<file path="config.mk">
export PLATFORM = sky130hd
export DESIGN_NAME = skvm_cell
export DESIGN_NICKNAME = d
export VERILOG_FILES = /design/src/sv/skvm_pkg.sv /design/src/sv/skvm_cell.sv
export SDC_FILE = /design/constraint.sdc
export NUM_CORES = 1
export LEC_CHECK = 0
export BUFFER_PORTS_ARGS = -buffer_cell sky130_fd_sc_hd__buf_4
export CAP_MARGIN = 20
export CORE_AREA = 4 4 122 124
export DETAILED_ROUTE_END_ITERATION = 8
export DIE_AREA = 0 0 126 128
export SLEW_MARGIN = 20
export SYNTH_ARGS = -nofsm -noshare
export SYNTH_HDL_FRONTEND = slang
export SYNTH_SLANG_ARGS = --single-unit
</file>
<file path="constraint.sdc">
create_clock -name clk -period 12.1 [get_ports clk]
set_clock_uncertainty 0.15 [all_clocks]
set_input_delay 3.025 -clock clk [delete_from_list [all_inputs] [get_ports clk]]
set_output_delay 3.025 -clock clk [all_outputs]
set_load 0.01 [all_outputs]
</file>
<file path="src/sv/skvm_pkg.sv">
`default_nettype none
package skvm_pkg;

  localparam int CAPACITY_DEF = 64;
  localparam int KEY_W        = 32;
  localparam int PAYLOAD_W    = 32;

  typedef struct packed {
    logic signed [KEY_W-1:0]     key;
    logic signed [PAYLOAD_W-1:0] payload;
  } pair_t;

  // per-cycle command broadcast to every cell
  typedef struct packed {
    logic load;   // insert in_pair at its sorted place
    logic drain;  // shift one place toward cell 0
  } cell_ctrl_t;

endpackage
`default_nettype wire

</file>
<file path="src/sv/skvm_cell.sv">
`default_nettype none
module skvm_cell
  import skvm_pkg::*;
(
  input  wire logic       clk,
  input  wire logic       rst_n,
  input  wire cell_ctrl_t ctrl,
  input  wire pair_t      in_pair,     // broadcast new pair
  input  wire pair_t      left_pair,
  input  wire logic       left_valid,
  input  wire logic       left_gt,
  input  wire pair_t      right_pair,
  input  wire logic       right_valid,
  output pair_t           pair,
  output logic            valid,
  output logic            gt           // new pair goes at or before this cell
);

  pair_t pair_r, pair_nxt;
  logic  valid_r, valid_nxt;

  // strict compare: equal keys stay behind earlier arrivals
  assign gt = !valid_r || (in_pair.key < pair_r.key);

  always_comb begin
    pair_nxt  = pair_r;
    valid_nxt = valid_r;
    if (ctrl.drain) begin
      pair_nxt  = right_pair;
      valid_nxt = right_valid;
    end else if (ctrl.load && gt) begin
      if (left_gt) begin
        pair_nxt  = left_pair;
        valid_nxt = left_valid;
      end else begin
        pair_nxt  = in_pair;
        valid_nxt = 1'b1;
      end
    end
  end

  always_ff @(posedge clk) begin
    if (!rst_n) begin
      valid_r <= 1'b0;
    end else begin
      valid_r <= valid_nxt;
    end
  end

  always_ff @(posedge clk) begin
    pair_r <= pair_nxt;
  end

  assign pair  = pair_r;
  assign valid = valid_r;

endmodule
`default_nettype wire

</file>
# Word level (Yosys, flattened, before mapping)

Cells that the tools add are included.

Flip-flop bits (word level): 65
Input port bits: 199

$lt $le $gt $ge: 1
Mux-type cells: 6
Reduce and logical (&&, ||, !) cells: 4

Operators with widths:

| operator                    | count |
|---|---|
| two-way mux 64 bit          | 3 |
| less-than comparator 32 bit | 1 |
| two-way mux 1 bit           | 3 |
| nonzero test 2 bit          | 1 |
| logical AND 1 bit           | 1 |
| logical NOT 1 bit           | 1 |
| logical OR 1 bit            | 1 |

# Longest topological paths before layout

Depth in word-level cells: 5
Depth in mapped cells: 8

# Least setup slack after synthesis

No wires, ideal clock.

Kind: input port to flip-flop
Start point: in in_pair[63] (netlist bit)
End point: reg pair_r, in the netlist pair[0] (enable)
Library setup time: 581 ps
Arrival: 9254 ps
Data required time: 11369 ps
Slack: 2115 ps
Cell stages on the path: 7
Cells stage by stage: ha_1 nand4_1 nor2_1 a221o_1 a211o_1 o311a_1 o31ai_1

Longest elaborated chain between the ends: 4

Ends and longest elaborated chain:

| what                         | RTL line        | text |
|---|---|---|
| from (decl)                  | skvm_cell.sv:8  | `input wire pair_t in_pair,` |
| less-than comparator 32 bit  | skvm_cell.sv:23 | `assign gt = !valid_r \|\| (in_pair.key < pair_r.key);` |
| logical OR 1 bit             | skvm_cell.sv:23 |  |
| logical AND 1 bit            | skvm_cell.sv:31 | `end else if (ctrl.load && gt) begin` |
| nonzero test 2 bit (no line) | -               |  |
| to (signal assigned)         | skvm_cell.sv:51 | `pair_r <= pair_nxt;` |
| to (decl)                    | skvm_cell.sv:19 | `pair_t pair_r, pair_nxt;` |

Every way passes these cells.
A chain may end at the register's enable or synchronous reset.

# Worst setup path in the final report

Start point: in in_pair[63] (netlist bit)
End point: out gt

Longest elaborated chain between the ends: 2

Ends and longest elaborated chain:

| what                        | RTL line        | text |
|---|---|---|
| less-than comparator 32 bit | skvm_cell.sv:23 |  |
| logical OR 1 bit            | skvm_cell.sv:23 |  |
| to (decl)                   | skvm_cell.sv:16 | `output logic gt` |

Every way passes these cells.

==> run_results.csv <==
group,metric,value,unit
setup_path,critPathMaxStageDelay,560,ps
synth,ys_seq_area_share,47.5,%
clock_tree,clock_path_buffers,2,
detailed_routing,final_antenna_net_count,0,
sta,slew_violations,0,
layout,final_common_cell,"buf_4",
sta,fin_crit,8330,ps
global_routing,grt_max_degree,69,
setup_path,crit_fanout,5,
clock_tree,post_cts_resized,0,
die,die_x,126,um
global_routing,grt_overflow,0,
clock_tree,cts_tree,"done",
synth,ys_warn_count,0,
global_routing,antenna_found_initial,0,
placed_design,gp_congestion,0.863,
synth,synth_seq_cells,65,
placed_design,port_buffers,264,
sta,fin_tns_setup,0,ps
die,num_rows,43,
layout,drive_gt1_share,42.5,%
synth,async_flop_share,0,%
power,power.leakage,3.22,nW
synth,synth_top_flop_cell,"edfxtp_1",
power,p_per_area,112,mW/mm2
setup_path,path_cells,"buf_4 -> ha_1 -> nand4_1 -> nor2_1 -> a221o_1 -> a211o_1 -> nor4_1 -> nor2_1 -> buf_4",
synth,syn-num-nets,633,
global_routing,grt_pass1_vias,4180,
layout,final_cell_mix,"buf_4 (267), nand2_1 (72), o21ai_0 (70)",
sta,worstMarginPinSlew,1110,ps
sta,setup_violations,0,
sta,final-hold-violation-count,0,
clock_tree,ctsRootBufferMaster,"clkbuf_16",
clock_tree,cts_setup_buffers,0,
sta,rsz0062_at_grt,"no",
clock_tree,cts_hold_buf,0,
placed_design,dp_hpwl,10.5,mm
setup_path,start_kind,"primary input",
setup_path,end_kind,"output pin",
detailed_routing,avgRoutedWirePerCell,15.5,um
setup_path,worstPathArrival,5160,ps
power,power.total,0.731,mW
clock_tree,cts_sinks,65,
clock_tree,clk_latency,330,ps
layout,final.fill_count,1328,
synth,syn_area_per_cell,10.1,um2
detailed_routing,drc_errors,0,
synth,syn_area,0.00409,mm2
synth,synthDistinctLibCells,30,
min_path,hold_path_class,"reg2reg",
sta,fmax,120,MHz
clock_tree,numCtsBuffers,9,
die,die_y,128,um
clock_tree,clk_pin_slew,50,ps
run_status,status,"complete, no violations",
detailed_routing,first_pass_iters,4,
power,vdd_drop_max,0.0599,mV
setup_path,cp.required,8920,ps
detailed_routing,drt-initial-drc-count,112,
global_routing,grtUsageTotal,15.9,%
layout,diodes,0,
die,core_area,0.0138,mm2
die,start_util,29.7,%
synth,synth_cells,403,
detailed_routing,via_per_inst,4.64,
die,pin_count,265,
synth,synth_edf_count,64,
sta,finalCritPeriodShare,68.9,%
run,cap_violations,0,
detailed_routing,wirelength,13.0,mm
global_routing,grt_pass1_wl,20.4,mm
sta,relSlewSlack,25.8,%
detailed_routing,vias,3915,
die,fp.dieArea,0.0161,mm2
setup_path,crit_type,"in2out",
layout,fin_nets,890,
setup_path,cp_slowest_cell,"nor4_1",
layout,area_growth,59.6,%
clock_tree,htree_num_levels,3,
==> per-stage QoR <==
step	setup slack [ps]	util (%)	hold WS (ps)	area, um2	instances
after detailed placement	3740	45.3	508	6240	829
final	3770	47.3	507	6520	843
after floorplan	2120	-	484	4090	403
after global placement	3710	45.3	485	6240	829
after CTS	3700	47.3	516	6520	843
after global routing	3560	47.3	583	6520	843
==> path summary, 6_finish.rpt <==
check	startpoint	end	slack [ps]	cells after the start
setup / recovery	in_pair[63]	gt	3770	9
hold / removal	valid	valid	510	3
setup reg to reg	pair[63]	pair[46]	8870	9
hold reg to reg	valid	valid	510	3
==> worst max-delay path: cells and delay by family <==
kind | cells | cell delay, ps
AND/OR/NAND/NOR | 4 | 880
AO/OA/AOI/OAI | 2 | 590
adder cells (fa/ha/maj) | 1 | 350
buffers and inverters | 2 | 290
==> kinds of logic after synthesis <==
family	count (synthesis)	share of synthesized area, %
DFF	65	47.5
buffers and inverters	54	5.08
adders and majority gates	31	9.49
AOI/OAI and AO/OA	93	12.2
muxes	64	15.7
and+or+nand+nor	96	9.98
==> state kept, by name, indices dropped and copies added (netlist names) <==
register  cells
pair         64
valid         1
==> cell type report <==
type	count	area, um2	share of cell area, %
clock buffer	9	225	3.45
clock inverter	5	48.8	0.749
inverter	33	124	1.90
multi-input combinational	284	1950	29.9
sequential	65	1940	29.8
tap	180	225	3.45
timing repair buffer	267	2000	30.7
==> report_power, final <==
part | switching (mW) | internal (mW)
Clock | 0.0894 | 0.155
Sequential | 0.0107 | 0.281
Combinational | 0.0900 | 0.105
==> synth_stat cells (all sizes together), types with 4 or more instances <==
cell	n	area share, %
ha	31	9.5
buf	5	0.58
edfxtp	64	47
nand4	4	0.61
mux2i	64	16
nand2	72	6.6
nor2	4	0.37
nand3	5	0.61
o21ai	70	8.6
a21oi	13	1.6
clkbuf	16	1.5
inv	33	3.0
==> per-layer routing <==
layer / vias up / part of all wire (%) / GRT usage (%)
met5: - / 0 / 0
met4: 0 / 1.2 / 4.29
met3: 14 / 9.5 / 5.75
met2: 177 / 52 / 28.5
met1: 1759 / 38 / 17.7
li1: 1965 / - / -
(Power assumes the default switching activity.)
